[src/rtl/dsf_pkg.sv]
// ----------------------------------------------------------------------------
// dsf_pkg
// Types, constants and fixed-point helpers of the damped spring force engine.
// ----------------------------------------------------------------------------
package dsf_pkg;

    localparam int WORD_BITS = 32;
    localparam int FRAC_BITS = 16;
    localparam int MAG_BITS  = 32;
    localparam int ROOT_BITS = 32;
    localparam int LEN_BITS  = 33;
    localparam int REM_BITS  = 34;
    localparam int QUO_BITS  = 18;
    localparam int CFG_BITS  = 31;

    typedef logic signed [WORD_BITS-1:0] word_t;

    localparam word_t WMAX = 32'sh7FFF_FFFF;
    localparam word_t WMIN = 32'sh8000_0000;

    // Register indexes on the configuration port.
    typedef enum logic [1:0] {
        REG_REST_LENGTH  = 2'd0,
        REG_STIFFNESS    = 2'd1,
        REG_DAMPING_GAIN = 2'd2,
        REG_SPRING_ON    = 2'd3
    } reg_idx_t;

    // Sideband that travels with a transaction through root and divide steps.
    typedef struct packed {
        logic [2:0][MAG_BITS-1:0] mag;
        logic [2:0]               neg;
        logic                     shift;
        logic [2:0][WORD_BITS-1:0] vel;
        logic                     free_first;
        logic                     free_second;
        logic                     active;
    } carry_t;

    // Divider working state for the three direction components.
    typedef struct packed {
        logic [2:0][REM_BITS-1:0] rem;
        logic [2:0][QUO_BITS-1:0] quo;
        logic [LEN_BITS-1:0]      len;
    } div_t;

    // Shift a product magnitude down, apply the sign and saturate.
    function automatic word_t mulq_fin(input logic [63:0] prod, input logic neg);
        logic [47:0] q;
        word_t       r;
        q = prod[63:FRAC_BITS];
        if (neg) begin
            r = (q >= 48'h0000_8000_0000) ? WMIN : word_t'(-q[31:0]);
        end
        else begin
            r = (q > 48'h0000_7FFF_FFFF) ? WMAX : word_t'(q[31:0]);
        end
        return r;
    endfunction

    function automatic word_t neg_sat(input word_t a);
        return (a == WMIN) ? WMAX : -a;
    endfunction

    function automatic word_t add_sat(input word_t a, input word_t b);
        logic signed [WORD_BITS:0] s;
        word_t                     r;
        s = {a[WORD_BITS-1], a} + {b[WORD_BITS-1], b};
        if (s[WORD_BITS] != s[WORD_BITS-1]) begin
            r = s[WORD_BITS] ? WMIN : WMAX;
        end
        else begin
            r = word_t'(s[WORD_BITS-1:0]);
        end
        return r;
    endfunction

    function automatic logic [WORD_BITS-1:0] abs_word(input word_t a);
        return a[WORD_BITS-1] ? 32'(-a) : 32'(a);
    endfunction

endpackage

[src/rtl/dsf_root_step.sv]
// ----------------------------------------------------------------------------
// dsf_root_step
// One registered step of the digit-by-digit integer square root.
// ----------------------------------------------------------------------------
module dsf_root_step
    import dsf_pkg::*;
#(
    parameter int STEP = 0
)
(
    input  logic        clk,
    input  logic        rst_n,
    input  logic        valid_in,
    input  logic [63:0] rad_in,
    input  logic [63:0] res_in,
    input  carry_t      carry_in,
    output logic        valid_out,
    output logic [63:0] rad_out,
    output logic [63:0] res_out,
    output carry_t      carry_out
);

    localparam logic [63:0] BIT = 64'd1 << (2 * STEP);

    logic        valid_reg;
    logic [63:0] rad_reg, rad_next;
    logic [63:0] res_reg, res_next;
    carry_t      carry_reg;
    logic [63:0] trial;

    // Try to subtract the current root estimate plus the step bit.
    always_comb
    begin
        trial = res_in + BIT;
        if (rad_in >= trial)
        begin
            rad_next = rad_in - trial;
            res_next = (res_in >> 1) + BIT;
        end
        else
        begin
            rad_next = rad_in;
            res_next = res_in >> 1;
        end
    end

    always_ff @(posedge clk or negedge rst_n)
    begin
        if (!rst_n)
        begin
            valid_reg <= 1'b0;
        end
        else
        begin
            valid_reg <= valid_in;
        end
    end

    always_ff @(posedge clk)
    begin
        rad_reg   <= rad_next;
        res_reg   <= res_next;
        carry_reg <= carry_in;
    end

    assign valid_out = valid_reg;
    assign rad_out   = rad_reg;
    assign res_out   = res_reg;
    assign carry_out = carry_reg;

endmodule

[config.mk]
export PLATFORM = sky130hd
export DESIGN_NAME = dsf_root_step
export DESIGN_NICKNAME = d
export VERILOG_FILES = /design/src/rtl/dsf_pkg.sv /design/src/rtl/dsf_root_step.sv
export SDC_FILE = /design/constraint.sdc
export NUM_CORES = 1
export LEC_CHECK = 0
export BUFFER_PORTS_ARGS = -buffer_cell sky130_fd_sc_hd__buf_2
export CORE_AREA = 2 2 253 255
export CTS_BUF_LIST = sky130_fd_sc_hd__clkbuf_4 sky130_fd_sc_hd__clkbuf_8
export DETAILED_ROUTE_END_ITERATION = 6
export DIE_AREA = 0 0 255 257
export GPL_ROUTABILITY_DRIVEN = 1
export HOLD_SLACK_MARGIN = 0.12
export PLACE_DENSITY = 0.46
export SYNTH_ARGS = -nofsm -noshare
export SYNTH_HDL_FRONTEND = slang
export SYNTH_SLANG_ARGS = --single-unit
[constraint.sdc]
create_clock -name clk -period 0.8 [get_ports clk]
set_clock_uncertainty 0.15 [all_clocks]
set_input_delay 0.04 -clock clk [delete_from_list [all_inputs] [get_ports clk]]
set_output_delay 0.04 -clock clk [all_outputs]
set_load 0.1 [all_outputs]
==> metrics <==
critical path data arrival time between 4 and 5 ns; Yosys reg bits around 330; Power Total around 69 mW; RSZ-0062 raised after global routing true; post-synth cell types just over 80; Core Region 62,700 um2; clk slew on worst S/H paths about 0.070 ns; CP peak stage delay 0.34 ns; Total Die Area between 60,000 and 70,000 um2; Mapped Area around 14,000 um2; routed len/inst roughly 23 um; final hold violation count a little over 60; Final period util 4.84; Worst setup SP type input port; Mapped Avg Cell Area ~9.3 um2; CTS Buf Count 61; via count between 15,000 and 20,000; minimum clock period 3.87 ns; CTS root buf clkbuf_8; Slew headroom 0.620; layout overhead on the synthesized area 165%; CTS tree built; slowest CP cell nor3_2; share of cells above drive strength 1 0.615; worst slack at placement -4.25 ns; Worst VDD drop about 0.0014 V; Final Non-Filler Cells about 4,200; Layout Nets 3,682; Placer Congestion roughly 0.95; CTS H-tree depth 2; FFs w/ async S/R, synth 0.00305; register area share after synthesis 0.464; DP HPWL just over 70 mm; initial drt markers 1,031; status complete, but fails checks; Max FO, Critical Path 7; Final Worst Setup Slack -3.07 ns; Cells after Synth 1,515; PD cells between 1500 and 2000 nW/um2; Total GRT Usage 0.280; Setup crit end kind flop; Remaining Overflow, GRT 0; drt drc 0; # port buffers about 660; leakage roughly 17 nW; synth warn 0; Synth area leaders dfxtp_1 46%, ha_1 5.8%, xnor2_1 5.5%; Fillers 4,947; Vert. Die Dim 257 um; WHS Path Cells 2; Hold WS -0.554 ns; final setup violation count 613; Least-Margin Pin Slew between 0.5 and 0.6 ns; num ports 658; Mapped Nets between 1,500 and 2,000; placed cell count 3,488; pin count of the biggest net entering global routing 20; Sink Count 328; Max Cap Violations 0; number of cell rows 92; initial antenna violation count 16; ys flop type dfxtp_1; Hold WC Path Type in -> reg; placed standard-cell area between 20,000 and 30,000 um2; WL final 96.0 mm; failing checks hold timing, setup timing; number of global-route vias before repair ~21,000; Synth area leader dfxtp_1; die width roughly 260 um; most frequent cell after synthesis dfxtp_1; WP data required 1.23 ns; ANT nets after route 0; CP Class in -> reg; maximum clock rate roughly 260 MHz; Clock Tree Buf Depth 3; design area 37,500 um2; EDFF count, synth 0; Synth top area share 0.462; top post-synthesis cells by count 327 x dfxtp_1, 160 x nand2_1, 125 x nor2_1; Via-to-Cell Ratio about 4.6; Max Slew Vio Count 0; global-route wire length before repair between 100 and 150 mm; Initial DRT Pass Iterations 5; effective utilization at floorplan 0.226
## area by class of cell
cell class / instances / area [um2] / share of cell area
multi-input combinational: 1091 / 9200 / 0.245
sequential: 328 / 7070 / 0.188
tap: 846 / 1060 / 0.0282
timing repair buffer: 1773 / 18600 / 0.496
antenna: 11 / 27.5 / 0.000734
clock buffer: 90 / 1180 / 0.0314
clock inverter: 17 / 273 / 0.00727
inverter: 30 / 113 / 0.00300
## logic make-up (layout without fill, tap and decap cells)
| family | Yosys count | count (layout) | share of synthesized area |
|---|---|---|---|
| AO/OA/AOI/OAI | 312 | 312 | 0.143 |
| XOR/XNOR | 174 | 174 | 0.108 |
| adder cells (fa/ha/maj) | 67 | 67 | 0.0597 |
| buffers and inverters | 98 | 1910 | 0.0359 |
| flip-flops | 328 | 328 | 0.464 |
| other | 0 | 11 | 0 |
| AND/OR/NAND/NOR | 536 | 538 | 0.190 |
## path summary, 6_finish.rpt
| kind | start | endpoint |
|---|---|---|
| max | res_in[1] | res_out[10] |
| min | res_in[17] | res_out[16] |
| max in group asynchronous | rst_n | valid_out |
| min in group asynchronous | rst_n | valid_out |
## metal layers
metal	track usage	part of all wire
met2	0.504	0.50
met4	0.156	0.069
met5	0	0
met3	0.0490	0.061
met1	0.308	0.37
## worst max-delay path, delay by kind of cell
kind                       cells  cell delay, ns
AOI/OAI and AO/OA              1            0.15
xor gates and xnor gates       2            0.32
and+or+nand+nor               13            2.26
adders and majority gates      2            0.44
buffers and inverters          8            1.07
## flip-flops by register name, indices dropped and copies added (netlist names)
register   flops
rad_out       64
carry_out    199
valid_out      1
res_out       64
## report_power, final
| group | internal (mW) | total, mW | switching [mW] |
|---|---|---|---|
| registers | 18.0 | 19.4 | 1.36 |
| clock network | 11.4 | 19.4 | 8.01 |
| logic | 12.9 | 30.2 | 17.3 |
| total | 42.3 | 68.9 | 26.7 |
## stage by stage
stage                     utilization  setup TNS (ns)
final                           0.598         -583.45
after global placement          0.437         -518.42
after global routing            0.598         -610.24
after CTS                       0.581         -582.78
after detailed placement        0.437         -517.28
after floorplan                     -         -483.62
## repair_timing
item	4_1_cts	5_1_grt
hold endpoints to repair	329	121
buffers inserted	54	42
pin swaps	131	97
hold buffers	486	4
endpoints found under the setup margin	456	606
cloned	17	1
gates resized for setup	660	191
## placed cells by master, fill, tap and decap left out, types with 11 or more instances in the layout
cell	netlist	layout
buf_4	7	552
dlygate4sd3_1	0	489
buf_12	0	352
buf_2	19	324
dfxtp_2	0	291
nand2_1	160	116
a21oi_1	123	85
nor2_1	125	83
clkbuf_8	1	80
xor2_1	85	77
xnor2_1	89	64
nand4_1	52	52
ha_1	66	48
a21oi_2	1	38
dfxtp_4	0	36
a21o_1	31	31
buf_6	9	31
o21ai_0	49	30
inv_1	30	29
nor2_4	2	28
and3_1	32	25
nand2_4	0	23
xnor2_2	0	22
nand2_2	0	21
nor4_4	0	20
nor3_4	0	19
nor3_1	42	18
nor2_2	1	18
nand3_1	28	17
o21bai_1	17	16
o21a_1	15	15
ha_4	0	15
o21ai_2	2	14
nor3_2	7	12
buf_16	0	12
diode_2	0	11
o21ai_1	5	11
buf_8	1	11
Note: power is estimated with default switching activity, not from simulation.
