<file path="config.mk">
export PLATFORM = sky130hd
export DESIGN_NAME = dsf_div_step
export DESIGN_NICKNAME = d
export VERILOG_FILES = /design/src/rtl/dsf_pkg.sv /design/src/rtl/dsf_div_step.sv
export SDC_FILE = /design/constraint.sdc
export NUM_CORES = 1
export LEC_CHECK = 0
export ABC_AREA = 1
export CAP_MARGIN = 20
export CORE_AREA = 2 2 307 309
export DETAILED_ROUTE_END_ITERATION = 16
export DIE_AREA = 0 0 309 311
export DONT_BUFFER_PORTS = 1
export PLACE_DENSITY = 0.31
export SETUP_SLACK_MARGIN = 0.1
export SLEW_MARGIN = 20
export SYNTH_ARGS = -nofsm -noshare
export SYNTH_HDL_FRONTEND = slang
export SYNTH_SLANG_ARGS = --single-unit
</file>
<file path="constraint.sdc">
create_clock -name clk -period 0.8 [get_ports clk]
set_input_delay 0.16 -clock clk [delete_from_list [all_inputs] [get_ports clk]]
set_output_delay 0.16 -clock clk [all_outputs]
set_load 0.1 [all_outputs]
</file>
<file path="src/rtl/dsf_pkg.sv">
// ----------------------------------------------------------------------------
// dsf_pkg
// Types, constants and fixed-point helpers of the damped spring force engine.
// ----------------------------------------------------------------------------
package dsf_pkg;

    localparam int WORD_BITS = 32;
    localparam int FRAC_BITS = 16;
    localparam int MAG_BITS  = 32;
    localparam int ROOT_BITS = 32;
    localparam int LEN_BITS  = 33;
    localparam int REM_BITS  = 34;
    localparam int QUO_BITS  = 18;
    localparam int CFG_BITS  = 31;

    typedef logic signed [WORD_BITS-1:0] word_t;

    localparam word_t WMAX = 32'sh7FFF_FFFF;
    localparam word_t WMIN = 32'sh8000_0000;

    // Register indexes on the configuration port.
    typedef enum logic [1:0] {
        REG_REST_LENGTH  = 2'd0,
        REG_STIFFNESS    = 2'd1,
        REG_DAMPING_GAIN = 2'd2,
        REG_SPRING_ON    = 2'd3
    } reg_idx_t;

    // Sideband that travels with a transaction through root and divide steps.
    typedef struct packed {
        logic [2:0][MAG_BITS-1:0] mag;
        logic [2:0]               neg;
        logic                     shift;
        logic [2:0][WORD_BITS-1:0] vel;
        logic                     free_first;
        logic                     free_second;
        logic                     active;
    } carry_t;

    // Divider working state for the three direction components.
    typedef struct packed {
        logic [2:0][REM_BITS-1:0] rem;
        logic [2:0][QUO_BITS-1:0] quo;
        logic [LEN_BITS-1:0]      len;
    } div_t;

    // Shift a product magnitude down, apply the sign and saturate.
    function automatic word_t mulq_fin(input logic [63:0] prod, input logic neg);
        logic [47:0] q;
        word_t       r;
        q = prod[63:FRAC_BITS];
        if (neg) begin
            r = (q >= 48'h0000_8000_0000) ? WMIN : word_t'(-q[31:0]);
        end
        else begin
            r = (q > 48'h0000_7FFF_FFFF) ? WMAX : word_t'(q[31:0]);
        end
        return r;
    endfunction

    function automatic word_t neg_sat(input word_t a);
        return (a == WMIN) ? WMAX : -a;
    endfunction

    function automatic word_t add_sat(input word_t a, input word_t b);
        logic signed [WORD_BITS:0] s;
        word_t                     r;
        s = {a[WORD_BITS-1], a} + {b[WORD_BITS-1], b};
        if (s[WORD_BITS] != s[WORD_BITS-1]) begin
            r = s[WORD_BITS] ? WMIN : WMAX;
        end
        else begin
            r = word_t'(s[WORD_BITS-1:0]);
        end
        return r;
    endfunction

    function automatic logic [WORD_BITS-1:0] abs_word(input word_t a);
        return a[WORD_BITS-1] ? 32'(-a) : 32'(a);
    endfunction

endpackage

</file>
<file path="src/rtl/dsf_div_step.sv">
// ----------------------------------------------------------------------------
// dsf_div_step
// One registered quotient bit of the three direction dividers.
// ----------------------------------------------------------------------------
module dsf_div_step
    import dsf_pkg::*;
#(
    parameter int BIT_POS = 0
)
(
    input  logic   clk,
    input  logic   rst_n,
    input  logic   valid_in,
    input  div_t   div_in,
    input  carry_t carry_in,
    output logic   valid_out,
    output div_t   div_out,
    output carry_t carry_out
);

    // The dividend is the magnitude shifted up by the fraction bits.
    localparam int   SRC = (BIT_POS >= FRAC_BITS) ? BIT_POS - FRAC_BITS : 0;
    localparam logic HAS = (BIT_POS >= FRAC_BITS);

    logic   valid_reg;
    div_t   div_reg, div_next;
    carry_t carry_reg;
    logic [REM_BITS-1:0] shifted;
    logic [REM_BITS-1:0] len_ext;
    logic                nbit;

    always_comb
    begin
        div_next     = div_in;
        len_ext      = {1'b0, div_in.len};
        shifted      = '0;
        nbit         = 1'b0;
        for (int i = 0; i < 3; i++)
        begin
            nbit    = HAS & carry_in.mag[i][SRC];
            shifted = {div_in.rem[i][REM_BITS-2:0], nbit};
            if (shifted >= len_ext)
            begin
                div_next.rem[i] = shifted - len_ext;
                div_next.quo[i] = {div_in.quo[i][QUO_BITS-2:0], 1'b1};
            end
            else
            begin
                div_next.rem[i] = shifted;
                div_next.quo[i] = {div_in.quo[i][QUO_BITS-2:0], 1'b0};
            end
        end
    end

    always_ff @(posedge clk or negedge rst_n)
    begin
        if (!rst_n)
        begin
            valid_reg <= 1'b0;
        end
        else
        begin
            valid_reg <= valid_in;
        end
    end

    always_ff @(posedge clk)
    begin
        div_reg   <= div_next;
        carry_reg <= carry_in;
    end

    assign valid_out = valid_reg;
    assign div_out   = div_reg;
    assign carry_out = carry_reg;

endmodule

</file>
==> flow_summary.yaml <==
timing:
  holdWs_ns: -0.422
  max_freq_mhz: 640
  relSlewSlack_pct: 75.1
  fin_crit_sh_pct: 195
  fin_tns_setup_ns: -266.16
  fin_crit_ns: 1.56
  setup_viol: 494
  hold_viol: 24
  rsz0062_at_grt: "true"
  worst-slew-pin-transition_ns: 0.376
  maxSlewViolCount: 0
  fin_ws_ns: -0.762
final_layout:
  finish.instance_area_sq_mm: 0.0318
  final_layout_size_suffix_gt1_share_pct: 41.7
  fill_cells: 9618
  area_growth_pct: 86.2
  nNetsFinal: 3729
route:
  dr.pass1.iters: 5
  final_antenna_net_count: 0
  wl_mm: 101
  drc_errors: 0
  wire_per_inst_um: 22.3
  drt-vias-per-instance: 3.94
  vias: 17900
  first_iter_violations: 884
setup_path:
  arrival_ns: 2.06
  path_class: "input port to flop"
  worst_setup_path_start_kind: "input port"
  crit_required_ns: 1.30
  end_kind: "flop"
  crit_fanout: 7
grt:
  gr-total-overflow: 0
  use_met3_pct: 4.23
  grt_pass1_wl_mm: 135
  grt_use_met2_pct: 35.7
  antenna_found_initial: 19
  first_global_vias: 18300
  grt_max_degree: 22
  busiest_layer: "met2"
  grtUsageTotal_pct: 19.9
  grt_use_met1_pct: 24.2
synthesis:
  synth_area_leaders: "dfxtp_1 45%, nand2_1 22%, inv_1 8.1%"
  syn_inst: 2367
  ys_ff_latch: 389
  synth_cell_type_count: 39
  synthesis.area_sq_mm: 0.0171
  synth_ff_type: "dfxtp_1"
  yosysWarningCount: 0
  synth_top_area_share_pct: 45.4
  synth_edf_count: 0
  netlist.top_cell.by_area: "dfxtp_1"
  synth_nets: 2860
  yosysSeqAreaShare_pct: 45.6
  syn_avg_cell_area_sq_um: 7.23
  synthArstFlopShare_pct: 0.257
power:
  p_int_mw: 42.5
  power_switching_mw: 31.7
  ir_worst_vdd_mv: 1.53
  power.density_mw_per_mm2: 2330
  finalPower_mw: 74.1
  power.share.combinational_pct: 21.7
  power_frac_seq_pct: 48.1
  p_sw_share_pct: 42.7
  p_clk_share_pct: 30.3
  p_leak_nw: 14.9
status:
  failed_checks: "negative hold slack, negative setup slack"
  status: "finished, violations left"
clock_tree:
  cts_buffers: 45
  max-clock-path-buffers: 3
  htreeDepth: 2
  cts_tree: "done"
  cts.sinks: 389
  cts-root-buf: "clkbuf_16"
  path_clk_slew_ns: 0.06
floorplan:
  io-pin-count: 780
  die_y_um: 311
  die_x_um: 309
  coreArea_sq_mm: 0.0928
  rows: 112
  initial_core_util_pct: 18.4
  design.die.area_sq_mm: 0.0961
placement:
  io_buffers: 0
  gp_congestion: 0.877
  dp_slack_ns: -1.76
  detailed_place_hpwl_mm: 80.4
  place_area_sq_mm: 0.0238
min_path:
  hp-class: "input port to flop"
job:
  cap_violations: 0
## area by class of cell
| cell class | count | area (sq um) | area share (%) |
|---|---|---|---|
| clock inverter | 33 | 448 | 1.41 |
| clock buffer | 49 | 1140 | 3.58 |
| antenna | 5 | 12.5 | 0.0393 |
| sequential | 389 | 9250 | 29.1 |
| timing repair buffer | 839 | 8100 | 25.5 |
| inverter | 375 | 1470 | 4.62 |
| multi-input combinational | 1586 | 9840 | 30.9 |
| tap | 1254 | 1570 | 4.93 |
## final timing paths
kind                            start          end  depth (start not counted)  slack [ns]
hold / removal              div_in[1]   div_out[1]                          0       -0.42
max in group asynchronous       rst_n    valid_out                          2        0.39
min in group asynchronous       rst_n    valid_out                          2        0.29
setup / recovery           div_in[13]  div_out[99]                         16       -0.76
## power by group through the flow
stage	Combinational [mW]	Clock, mW	Sequential [mW]
6_report	16.1	22.4	35.6
5_1_grt	17.5	24.1	35.8
4_1_cts	14.2	23.3	35.7
3_5_place_dp	12.1	0	36.1
3_3_place_gp	12.1	0	36.2
2_1_floorplan	5.96	0	35.7
## registers in the layout, summed over array words and instances, names as in the netlist
register	flops
carry_out	199
div_out	189
valid_out	1
## per-layer routing
metal  up-vias  share of wire, %
met3        84               6.3
li1       8930                 -
met4         0               1.8
met1      8251                42
met5         -                 0
met2       589                50
## cells in the final DEF (no fill, tap or decap), types with 13 or more instances in the layout
cell / count
nand2_1: 834
inv_1: 343
xor2_1: 41
a21oi_1: 41
clkinvlp_4: 17
nor2_2: 50
nor2_1: 95
clkbuf_16: 53
nand2_4: 39
a21oi_2: 32
buf_4: 393
buf_12: 52
nand2_2: 122
inv_2: 15
nand3_1: 77
buf_6: 19
ha_1: 23
o21ai_0: 13
nor2_4: 28
ha_4: 70
nand4_1: 18
dfxtp_4: 388
dlygate4sd3_1: 364
## cells in the mapped netlist (2+ instances only)
library cell / number
a21o_1: 4
a21oi_1: 74
a21oi_2: 3
and2_1: 2
and2_4: 2
buf_4: 4
buf_6: 14
dfxtp_1: 388
fa_1: 3
ha_1: 99
inv_1: 368
inv_2: 7
nand2_1: 982
nand2_2: 13
nand2_4: 4
nand3_1: 86
nand3_2: 2
nand3b_1: 3
nand4_1: 18
nor2_1: 152
nor2_2: 19
nor2_4: 2
nor3_1: 16
nor3_2: 3
nor4_1: 3
o211ai_1: 2
o21a_1: 3
o21ai_0: 20
o21ai_1: 2
o21bai_1: 12
or2_2: 3
xnor2_1: 7
xor2_1: 41
## worst max-delay path, cell delays in order
cell and delay [ns]:
inv_1 0.06, buf_12 0.15, ha_2 0.40, nand2_1 0.07, nand2_1 0.11, o21bai_1 0.15, nand2_1 0.07, nand2_1 0.10
inv_1 0.06, nand2_2 0.09, nand2_1 0.07, nand2_2 0.12, nand2_8 0.13, clkbuf_16 0.20, nand2_1 0.06, nand2_1 0.05
## what timing repair did
item | 4_1_cts | 5_1_grt
resized for setup | 78 | 379
hold endpoints to repair | 385 | 33
cloned | 3 | 8
pin swaps | 11 | 93
hold buffers | 358 | 7
setup endpoints to repair | 494 | 494
setup buffers | 10 | 39
## per-stage QoR
step           hold WS [ns]  std cells  utilization (%)
3_5_place_dp         -0.136       4018             25.6
4_1_cts              -0.484       4471             31.8
6_report             -0.422       4530             34.3
2_1_floorplan        -0.136       2367                -
3_3_place_gp         -0.136       4018             25.6
5_1_grt              -0.467       4529             34.3
## cells by family (layout without fill, tap and decap cells)
kind of cell,Yosys count,count (layout),share of synthesized area [%]
fa+ha+maj,102,102,7.59
compound gates,121,121,3.94
simple gates,1313,1315,31.1
other cells,0,5,0
flops,389,389,45.6
buf+inv,394,1296,9.35
xor+xnor,48,48,2.46
(Power assumes the default switching activity.)
